[src/msp_pkg.sv]
package msp_pkg;

   localparam logic [2:0] MARK_LEN  = 3'd6;
   localparam logic [2:0] MARK_LAST = 3'd5;

   localparam logic [7:0] BYTE_ESC   = 8'd27;
   localparam logic [7:0] BYTE_CR    = 8'd13;
   localparam logic [7:0] BYTE_LF    = 8'd10;
   localparam logic [7:0] BYTE_HASH  = 8'd35;
   localparam logic [7:0] DIGIT_LOW  = 8'd48;
   localparam logic [7:0] DIGIT_HIGH = 8'd58;

   localparam logic [1:0] KIND_STORE = 2'd0;
   localparam logic [1:0] KIND_BEGIN = 2'd1;
   localparam logic [1:0] KIND_END   = 2'd2;
   localparam logic [1:0] KIND_EXIT  = 2'd3;

   typedef enum logic [2:0] {
      EVT_NONE,
      EVT_ESC,
      EVT_BEGIN,
      EVT_END,
      EVT_FLUSH
   } evt_type;

   typedef struct packed {
      logic apply;
      logic flush_init;
      logic flush_step;
   } cmd_type;

   typedef struct packed {
      evt_type evt;
      logic    slot_free;
      logic    flush_last;
   } status_type;

   function automatic logic begin_match(input logic [2:0] pos, input logic [7:0] b);
      logic hit;
      if (pos == 3'd2 || pos == 3'd3) begin
         hit = (b >= DIGIT_LOW) && (b <= DIGIT_HIGH);
      end else begin
         hit = (b == BYTE_HASH);
      end
      return hit;
   endfunction

endpackage

[src/msp_if.sv]
interface msp_req_if;
   logic       valid;
   logic       ready;
   logic [7:0] rx_byte;

   modport source (output valid, output rx_byte, input ready);
   modport sink (input valid, input rx_byte, output ready);
endinterface

interface msp_rsp_if;
   logic        valid;
   logic        ready;
   logic [1:0]  result_kind;
   logic [7:0]  segment_number;
   logic [15:0] write_address;
   logic [7:0]  write_data;
   logic        last_of_run;

   modport source (output valid, output result_kind, output segment_number,
                   output write_address, output write_data, output last_of_run,
                   input ready);
   modport sink (input valid, input result_kind, input segment_number,
                 input write_address, input write_data, input last_of_run,
                 output ready);
endinterface

[src/msp_ctrl.sv]
module msp_ctrl (
   input  logic                clock,
   input  logic                reset,
   input  logic                req_fire,
   input  msp_pkg::status_type status,
   output msp_pkg::cmd_type    cmd,
   output logic                req_ready
);

   typedef enum logic [1:0] {
      ST_IDLE,
      ST_EVAL,
      ST_FLUSH
   } state_type;

   state_type state_ff;
   state_type state_in;

   always_comb begin
      state_in        = state_ff;
      cmd.apply       = 1'b0;
      cmd.flush_init  = 1'b0;
      cmd.flush_step  = 1'b0;
      unique case (state_ff)
         ST_IDLE: begin
            if (req_fire) begin
               state_in = ST_EVAL;
            end
         end
         ST_EVAL: begin
            if (status.evt == msp_pkg::EVT_FLUSH) begin
               cmd.flush_init = 1'b1;
               state_in       = ST_FLUSH;
            end else if (status.evt == msp_pkg::EVT_NONE || status.slot_free) begin
               cmd.apply = 1'b1;
               state_in  = ST_IDLE;
            end
         end
         ST_FLUSH: begin
            if (status.slot_free) begin
               cmd.flush_step = 1'b1;
               if (status.flush_last) begin
                  state_in = ST_IDLE;
               end
            end
         end
         default: begin
            state_in = ST_IDLE;
         end
      endcase
   end

   always_ff @(posedge clock) begin
      if (reset) begin
         state_ff <= ST_IDLE;
      end else begin
         state_ff <= state_in;
      end
   end

   assign req_ready = (state_ff == ST_IDLE);

endmodule

[src/msp_datapath.sv]
module msp_datapath #(
   parameter int ADDR_WIDTH = 16
) (
   input  logic                 clock,
   input  logic                 reset,
   input  logic                 req_fire,
   input  logic [7:0]           rx_byte,
   input  msp_pkg::cmd_type     cmd,
   output msp_pkg::status_type  status,
   msp_rsp_if.source            rsp
);

   logic [7:0]            byte_ff, byte_in;
   logic                  mode_ff, mode_in;
   logic [2:0]            count_ff, count_in;
   logic                  blive_ff, blive_in;
   logic                  elive_ff, elive_in;
   logic [7:0]            held_ff [0:5];
   logic [7:0]            held_in [0:5];
   logic [7:0]            seg_ff, seg_in;
   logic [ADDR_WIDTH-1:0] addr_ff, addr_in;
   logic [2:0]            idx_ff, idx_in;
   logic                  lf_ff, lf_in;

   logic                  out_valid_ff, out_valid_in;
   logic [1:0]            out_kind_ff, out_kind_in;
   logic [7:0]            out_seg_ff, out_seg_in;
   logic [15:0]           out_addr_ff, out_addr_in;
   logic [7:0]            out_data_ff, out_data_in;
   logic                  out_last_ff, out_last_in;

   logic [2:0]            kval;
   logic                  bm;
   logic                  nb;
   logic                  ne;
   logic                  is_hash;
   logic                  slot_free;
   msp_pkg::evt_type      evt;
   logic [7:0]            flush_byte;
   logic                  flush_last;
   logic [31:0]           addr_wide;
   logic [ADDR_WIDTH-1:0] addr_next;

   assign kval      = (count_ff >= msp_pkg::MARK_LEN) ? 3'd0 : count_ff;
   assign bm        = msp_pkg::begin_match(kval, byte_ff);
   assign is_hash   = (byte_ff == msp_pkg::BYTE_HASH);
   assign nb        = blive_ff && bm;
   assign ne        = elive_ff && is_hash;
   assign slot_free = !out_valid_ff || rsp.ready;
   assign addr_wide = 32'(addr_ff);
   assign addr_next = addr_ff + ADDR_WIDTH'(1);

   always_comb begin
      if (byte_ff == msp_pkg::BYTE_ESC) begin
         evt = msp_pkg::EVT_ESC;
      end else if (!mode_ff) begin
         evt = (bm && kval == msp_pkg::MARK_LAST) ? msp_pkg::EVT_BEGIN : msp_pkg::EVT_NONE;
      end else if (ne && kval == msp_pkg::MARK_LAST) begin
         evt = msp_pkg::EVT_END;
      end else if (nb && kval == msp_pkg::MARK_LAST) begin
         evt = msp_pkg::EVT_BEGIN;
      end else if (nb || ne) begin
         evt = msp_pkg::EVT_NONE;
      end else begin
         evt = msp_pkg::EVT_FLUSH;
      end
   end

   assign flush_byte = (idx_ff < kval) ? held_ff[idx_ff] : byte_ff;
   assign flush_last = (idx_ff == kval) && (lf_ff || flush_byte != msp_pkg::BYTE_CR);

   assign status.evt        = evt;
   assign status.slot_free  = slot_free;
   assign status.flush_last = flush_last;

   always_comb begin
      byte_in      = byte_ff;
      mode_in      = mode_ff;
      count_in     = count_ff;
      blive_in     = blive_ff;
      elive_in     = elive_ff;
      held_in      = held_ff;
      seg_in       = seg_ff;
      addr_in      = addr_ff;
      idx_in       = idx_ff;
      lf_in        = lf_ff;
      out_valid_in = out_valid_ff && !rsp.ready;
      out_kind_in  = out_kind_ff;
      out_seg_in   = out_seg_ff;
      out_addr_in  = out_addr_ff;
      out_data_in  = out_data_ff;
      out_last_in  = out_last_ff;

      if (req_fire) begin
         byte_in = rx_byte;
      end

      if (cmd.apply) begin
         if (evt != msp_pkg::EVT_NONE) begin
            out_seg_in  = seg_ff;
            out_addr_in = 16'd0;
            out_data_in = 8'd0;
            out_last_in = 1'b1;
         end
         case (evt)
            msp_pkg::EVT_ESC: begin
               out_valid_in = 1'b1;
               out_kind_in  = msp_pkg::KIND_EXIT;
            end
            msp_pkg::EVT_BEGIN: begin
               out_valid_in = 1'b1;
               out_kind_in  = msp_pkg::KIND_BEGIN;
               mode_in      = 1'b1;
               count_in     = 3'd0;
               blive_in     = 1'b1;
               elive_in     = 1'b1;
            end
            msp_pkg::EVT_END: begin
               out_valid_in = 1'b1;
               out_kind_in  = msp_pkg::KIND_END;
               mode_in      = 1'b0;
               count_in     = 3'd0;
               blive_in     = 1'b1;
               elive_in     = 1'b1;
               seg_in       = seg_ff + 8'd1;
               addr_in      = '0;
            end
            msp_pkg::EVT_NONE: begin
               if (!mode_ff) begin
                  if (bm) begin
                     count_in = kval + 3'd1;
                  end else if (is_hash) begin
                     count_in = (kval == 3'd2) ? 3'd2 : 3'd1;
                  end else begin
                     count_in = 3'd0;
                  end
               end else begin
                  held_in[kval] = byte_ff;
                  count_in      = kval + 3'd1;
                  blive_in      = nb;
                  elive_in      = ne;
               end
            end
            default: begin
            end
         endcase
      end

      if (cmd.flush_init) begin
         idx_in = 3'd0;
         lf_in  = 1'b0;
      end

      if (cmd.flush_step) begin
         out_valid_in = 1'b1;
         out_kind_in  = msp_pkg::KIND_STORE;
         out_seg_in   = seg_ff;
         out_addr_in  = addr_wide[15:0];
         out_last_in  = flush_last;
         addr_in      = addr_next;
         if (lf_ff) begin
            out_data_in = msp_pkg::BYTE_LF;
            lf_in       = 1'b0;
            idx_in      = idx_ff + 3'd1;
         end else begin
            out_data_in = flush_byte;
            if (flush_byte == msp_pkg::BYTE_CR) begin
               lf_in = 1'b1;
            end else begin
               idx_in = idx_ff + 3'd1;
            end
         end
         if (flush_last) begin
            count_in = 3'd0;
            blive_in = 1'b1;
            elive_in = 1'b1;
         end
      end
   end

   always_ff @(posedge clock) begin
      if (reset) begin
         mode_ff      <= 1'b0;
         count_ff     <= 3'd0;
         blive_ff     <= 1'b1;
         elive_ff     <= 1'b1;
         seg_ff       <= 8'd0;
         addr_ff      <= '0;
         idx_ff       <= 3'd0;
         lf_ff        <= 1'b0;
         out_valid_ff <= 1'b0;
      end else begin
         mode_ff      <= mode_in;
         count_ff     <= count_in;
         blive_ff     <= blive_in;
         elive_ff     <= elive_in;
         seg_ff       <= seg_in;
         addr_ff      <= addr_in;
         idx_ff       <= idx_in;
         lf_ff        <= lf_in;
         out_valid_ff <= out_valid_in;
      end
   end

   always_ff @(posedge clock) begin
      byte_ff     <= byte_in;
      held_ff     <= held_in;
      out_kind_ff <= out_kind_in;
      out_seg_ff  <= out_seg_in;
      out_addr_ff <= out_addr_in;
      out_data_ff <= out_data_in;
      out_last_ff <= out_last_in;
   end

   assign rsp.valid          = out_valid_ff;
   assign rsp.result_kind    = out_kind_ff;
   assign rsp.segment_number = out_seg_ff;
   assign rsp.write_address  = out_addr_ff;
   assign rsp.write_data     = out_data_ff;
   assign rsp.last_of_run    = out_last_ff;

endmodule

[src/marker_delimited_segment_parser_top.sv]
// Parses a received byte stream into numbered segments framed by text markers.
// The req channel takes one received byte per beat. The rsp channel gives result
// beats: stores with segment, address and data, segment begin, segment end and
// exit on ESC; the last beat caused by a byte carries last_of_run.
// A byte is taken in a cycle in which the parser is ready, and evaluated in the next
// cycle. A new byte is taken only once the previous one has been evaluated or flushed.
// A segment byte that does not extend a marker flushes the held prefix bytes and
// itself, one store beat per cycle while the output slot is free, with an added LF
// after each CR, up to 7 beats. A single result beat is written to the output
// register in the evaluate step; the store beats of a flush are written in the flush
// step that follows it.
// A single output register lets the next byte be taken while a result waits.
// When the receiver stalls, the pending beat holds and the parser waits in its
// evaluate or flush step, so req_bus.ready stays low until that byte is done.
// Reset clears to pause mode with segment 0 and address 0, no result pending.
module marker_delimited_segment_parser_top #(
   parameter int ADDR_WIDTH = 16
) (
   input  logic      clock,
   input  logic      reset,
   msp_req_if.sink   req_bus,
   msp_rsp_if.source rsp_bus
);

   msp_pkg::cmd_type    cmd;
   msp_pkg::status_type status;
   logic                req_ready;
   logic                req_fire;

   assign req_bus.ready = req_ready;
   assign req_fire      = req_bus.valid && req_ready;

   msp_ctrl u_ctrl (
      .clock     (clock),
      .reset     (reset),
      .req_fire  (req_fire),
      .status    (status),
      .cmd       (cmd),
      .req_ready (req_ready)
   );

   msp_datapath #(
      .ADDR_WIDTH (ADDR_WIDTH)
   ) u_datapath (
      .clock    (clock),
      .reset    (reset),
      .req_fire (req_fire),
      .rx_byte  (req_bus.rx_byte),
      .cmd      (cmd),
      .status   (status),
      .rsp      (rsp_bus)
   );

endmodule

[src/flat_wrapper.sv]
// flat-port wrapper written by rule: the top's interface ports become plain ports
module marker_delimited_segment_parser_top_flat 
#(
   parameter int ADDR_WIDTH = 16
)
  (clock, reset, req_bus_valid, req_bus_rx_byte, req_bus_ready, rsp_bus_valid, rsp_bus_result_kind, rsp_bus_segment_number, rsp_bus_write_address, rsp_bus_write_data, rsp_bus_last_of_run, rsp_bus_ready);
  msp_req_if req_bus_i ();
  msp_rsp_if rsp_bus_i ();
  input  logic clock;
  input  logic reset;
  input wire logic [$bits(req_bus_i.valid)-1:0] req_bus_valid;
  input wire logic [$bits(req_bus_i.rx_byte)-1:0] req_bus_rx_byte;
  output wire logic [$bits(req_bus_i.ready)-1:0] req_bus_ready;
  output wire logic [$bits(rsp_bus_i.valid)-1:0] rsp_bus_valid;
  output wire logic [$bits(rsp_bus_i.result_kind)-1:0] rsp_bus_result_kind;
  output wire logic [$bits(rsp_bus_i.segment_number)-1:0] rsp_bus_segment_number;
  output wire logic [$bits(rsp_bus_i.write_address)-1:0] rsp_bus_write_address;
  output wire logic [$bits(rsp_bus_i.write_data)-1:0] rsp_bus_write_data;
  output wire logic [$bits(rsp_bus_i.last_of_run)-1:0] rsp_bus_last_of_run;
  input wire logic [$bits(rsp_bus_i.ready)-1:0] rsp_bus_ready;
  assign req_bus_i.valid = req_bus_valid;
  assign req_bus_i.rx_byte = req_bus_rx_byte;
  assign req_bus_ready = req_bus_i.ready;
  assign rsp_bus_valid = rsp_bus_i.valid;
  assign rsp_bus_result_kind = rsp_bus_i.result_kind;
  assign rsp_bus_segment_number = rsp_bus_i.segment_number;
  assign rsp_bus_write_address = rsp_bus_i.write_address;
  assign rsp_bus_write_data = rsp_bus_i.write_data;
  assign rsp_bus_last_of_run = rsp_bus_i.last_of_run;
  assign rsp_bus_i.ready = rsp_bus_ready;
  marker_delimited_segment_parser_top #(.ADDR_WIDTH(ADDR_WIDTH)) u_core (.clock(clock), .reset(reset), .req_bus(req_bus_i), .rsp_bus(rsp_bus_i));
endmodule
[config.mk]
export PLATFORM = sky130hd
export DESIGN_NAME = marker_delimited_segment_parser_top_flat
export DESIGN_NICKNAME = d
export VERILOG_FILES = /design/src/msp_pkg.sv /design/src/msp_if.sv /design/src/msp_ctrl.sv /design/src/msp_datapath.sv /design/src/marker_delimited_segment_parser_top.sv /design/src/flat_wrapper.sv
export SDC_FILE = /design/constraint.sdc
export NUM_CORES = 1
export LEC_CHECK = 0
export ABC_AREA = 1
export BUFFER_PORTS_ARGS = -buffer_cell sky130_fd_sc_hd__buf_2
export CORE_UTILIZATION = 35
export CTS_CLUSTER_DIAMETER = 80
export DETAILED_ROUTE_END_ITERATION = 8
export HOLD_SLACK_MARGIN = 0.06
export SYNTH_ARGS = -nofsm -noshare
export SYNTH_HDL_FRONTEND = slang
export SYNTH_SLANG_ARGS = --single-unit
[constraint.sdc]
create_clock -name clock -period 3.39 [get_ports clock]
set_clock_uncertainty 0.05 [all_clocks]
set_input_delay 0.339 -clock clock [delete_from_list [all_inputs] [get_ports clock]]
set_output_delay 0.339 -clock clock [all_outputs]
set_load 0.05 [all_outputs]
==> key figures <==
Global route
  – Vias in the first global route: 4080
  – Initial antenna violation count: 0
  – Largest net degree at the start of global routing: 27
  – Total grt overflow: 0
  – Gr usage total: 15.0%
  – Global-route wire length before repair: 20300 µm

Clock network
  – Num CTS Buffers: 17
  – CTS tree: built
  – Clock Path Buffers: 2
  – Worst-skew pair later-pin latency: ~0.41 ns
  – Setup bufs post-CTS: 0
  – Clock transition at path regs: 0.06 ns
  – Clock sink count: 128
  – Root buffer selected by CTS: clkbuf_16
  – H-tree depth: 4

Logic synthesis
  – Number of flops mapped to enable cells by yosys: between 80 and 90
  – Main synth FF type: edfxtp_1
  – Mapped Avg Cell Area: 9.06 µm²
  – Xor/xnor share of the synthesized area: 0.298%
  – Compound-Gate Fraction of Synth Area: slightly below 7%
  – Post-Synthesis Cells: roughly 650
  – Main combinational cell family by area after synthesis: simple AND/OR/NAND/NOR gates
  – Synth Register Bits: roughly 130
  – Async set-reset flop share out of synthesis: 0%
  – Post-synthesis adder-cell area fraction: 1.28%
  – Mux cell area share after synthesis: 0%
  – Simple-gate share of the synthesized area: between 20% and 30%
  – Synth Warn #: 0
  – Post-synth top cells: 164 x nand2_1, 89 x edfxtp_1, 84 x inv_1, 69 x nor2_1, 39 x dfxtp_1
  – Synth top area share: between 40% and 50%
  – Register area share after synthesis: 58.7%
  – Netlist Area Pre-Place: 5880 µm²
  – Post-synth top area cell: edfxtp_1
  – Yosys cell types: 43
  – Top post-synthesis cells by area: edfxtp_1 45%, dfxtp_1 13%, nand2_1 10%, inv_1 5.4%, nor2_1 4.4%
  – Count leader, synth: nand2_1

Pwr
  – LEAKAGE: 2.94 nW
  – Total power: roughly 3.6 mW
  – VDD IR max: 0.332 mV
  – Power per cell area: around 500 nW/µm²

Routing
  – Total number of vias: 4395
  – Drt total wl: 12200 µm
  – First DRT Iteration DRCs: ~250
  – DR pass1 iterations: 5
  – Antenna Nets Post-Route: 0
  – # DRC: 0
  – DR WL/cell: ~13 µm
  – Vias per Instance: around 4.6

STA
  – Slew @ Worst Pin: 0.849 ns
  – Final Max Slew Viols: 0
  – Final period util: 77.8%
  – Hold Fails Final Rpt: 0
  – Rel. slew slack: 43.3%
  – Tmin final: between 2 and 3 ns
  – Final setup fails: 0
  – Fin Setup TNS: 0 ns
  – Fmax: 379 MHz
  – Hold WS: 0.183 ns
  – RSZ-0062 raised after global routing: false
  – Fin worst setup slack: between 0.7 and 0.8 ns

Layout
  – Share of cells above drive strength 1: around a fifth
  – Fillcell total: 1674
  – NumNets Final: 745
  – Diodes inserted: 0
  – Final cell count without fillers: 960
  – Multi-input combinational cell area: 1980 µm²
  – Register area: 3450 µm²
  – Area grow syn2layout: 20.7%

Worst setup path
  – Nature of the critical path startpoint: register
  – Class of the most critical setup path: reg2reg
  – Worst Path Required: approximately 3.6 ns
  – CP max stage cell: dfxtp_1
  – FF-to-FF path depth: 15
  – Critical path cell sequence: nand2_1, ha_1, nand2_1, nor2_1, nor2_1, buf_4, or2_2, nand2_1, nand2_1, nor2_1, nand3_2, nand2_4, nand2_1, nand2_1, nand4_1
  – Crit. End Element: register
  – CP Data Arrival Time: 2.86 ns
  – Crit Path Max Fanout: 13
  – CP peak stage delay: around 0.43 ns
  – Worst path most repeated cell: nand2_1
  – RR Startpoint: u_core.u_datapath.count_ff[2]$_SDFF_PP0_
  – CP startpoint: u_core.u_datapath.count_ff[2]$_SDFF_PP0_

Floorplan
  – Total I/O pin count: 49
  – Initial Util: 35.7%
  – Row count: 47
  – Die H: 132 µm
  – Die footprint: about 17000 µm²
  – Core Area: 16500 µm²
  – Die width: 132 µm

Placement
  – Routability cong.: 0.834
  – Final HPWL DP: 8440 µm
  – I/O Buffers: between 40 and 50
  – DP Cell Count: 920
  – Placement Setup Slack: 0.737 ns

Worst hold path
  – Hold Startpoint: req_bus_valid
  – Hold path depth: 3
  – Worst hold path class: in2reg

Flow run
  – Max-Cap Viols: 0

Status
  – Status: complete, no violations
cells by family (layout without fill, tap and decap cells):
logic type      Yosys count  count (layout)
simple gates            324             324
flops                   128             128
buf+inv                 117             201
compound gates           71              71
fa+ha+maj                 6               6
xor+xnor                  2               2
other cells               1               8
cell usage in the layout (no fill, tap or decap), types with 11 or more instances in the layout:
cell type | Yosys | layout
o21ai_0 | 17 | 17
a21oi_1 | 28 | 28
nand3_1 | 38 | 38
edfxtp_1 | 89 | 89
nand2_1 | 164 | 164
clkbuf_16 | 0 | 17
nor2_1 | 69 | 69
buf_2 | 5 | 48
inv_1 | 84 | 84
dfxtp_1 | 39 | 39
inv_2 | 16 | 16
nand4_1 | 11 | 11
power breakdown:
part,internal [mW],leakage [nW],switching [mW]
Combinational,0.0247,1.50,0.0504
Sequential,1.68,1.14,0.0155
Clock,1.19,0.294,0.641
per-layer routing:
metal  share of wire (%)  global-route usage [%]
met1                  50                    19.7
met2                  46                    23.5
met3                 3.4                    3.63
met4                 1.3                    6.52
met5                   0                       0
final cells by class:
| cell class | instances | area share (%) |
|---|---|---|
| Tap cell | 220 | 3.88 |
| Multi-Input combinational cell | 411 | 28.0 |
| Clock inverter | 11 | 1.96 |
| Inverter | 103 | 5.48 |
| Clock buffer | 21 | 6.49 |
| Timing Repair Buffer | 66 | 5.57 |
| Sequential cell | 128 | 48.7 |
state kept, by name (all words and copies together), names as in the netlist:
signal / flops
u_core.u_datapath.count_ff: 3
u_core.u_datapath.seg_ff: 8
u_core.u_datapath.elive_ff: 1
u_core.u_datapath.rsp.segment_number: 8
u_core.u_datapath.blive_ff: 1
u_core.u_datapath.lf_ff: 1
u_core.u_datapath.rsp.write_data: 8
u_core.u_datapath.idx_ff: 3
u_core.u_datapath.byte_ff: 8
u_core.u_datapath.rsp.last_of_run: 1
u_core.u_datapath.addr_ff: 16
u_core.u_datapath.rsp.valid: 1
u_core.u_ctrl.state_ff: 2
u_core.u_datapath.mode_ff: 1
u_core.u_datapath.held_ff: 48
u_core.u_datapath.rsp.write_address: 16
u_core.u_datapath.rsp.result_kind: 2
critical path, delay by kind of cell (launching register included):
kind | cells | cell delay (ns)
adders and majority gates | 1 | 0.35
and+or+nand+nor | 13 | 1.48
DFF | 1 | 0.43
buffers and inverters | 1 | 0.17
final timing paths:
check | to | slack, ns
setup / recovery | u_core.u_datapath.blive_ff$_SDFF_PP1_ | 0.75
hold / removal | u_core.u_ctrl.state_ff[0]$_SDFFE_PP0P_ | 0.18
setup reg to reg | u_core.u_datapath.blive_ff$_SDFF_PP1_ | 0.75
hold reg to reg | u_core.u_datapath.rsp.segment_number[7]$_DFFE_PP_ | 0.38
through the flow:
step                util (%)  area (µm²)
floorplan                  -        5910
global placement        39.0        6420
detailed placement      39.0        6420
CTS                     43.1        7100
global route            43.1        7100
finish                  43.1        7100
repair_timing:
item                                   in CTS  in global routing
endpoints found under the hold margin       8                  0
hold buffers                                8                  0
gates resized for setup                     0                  0
Note: power is estimated with default switching activity, not from simulation.
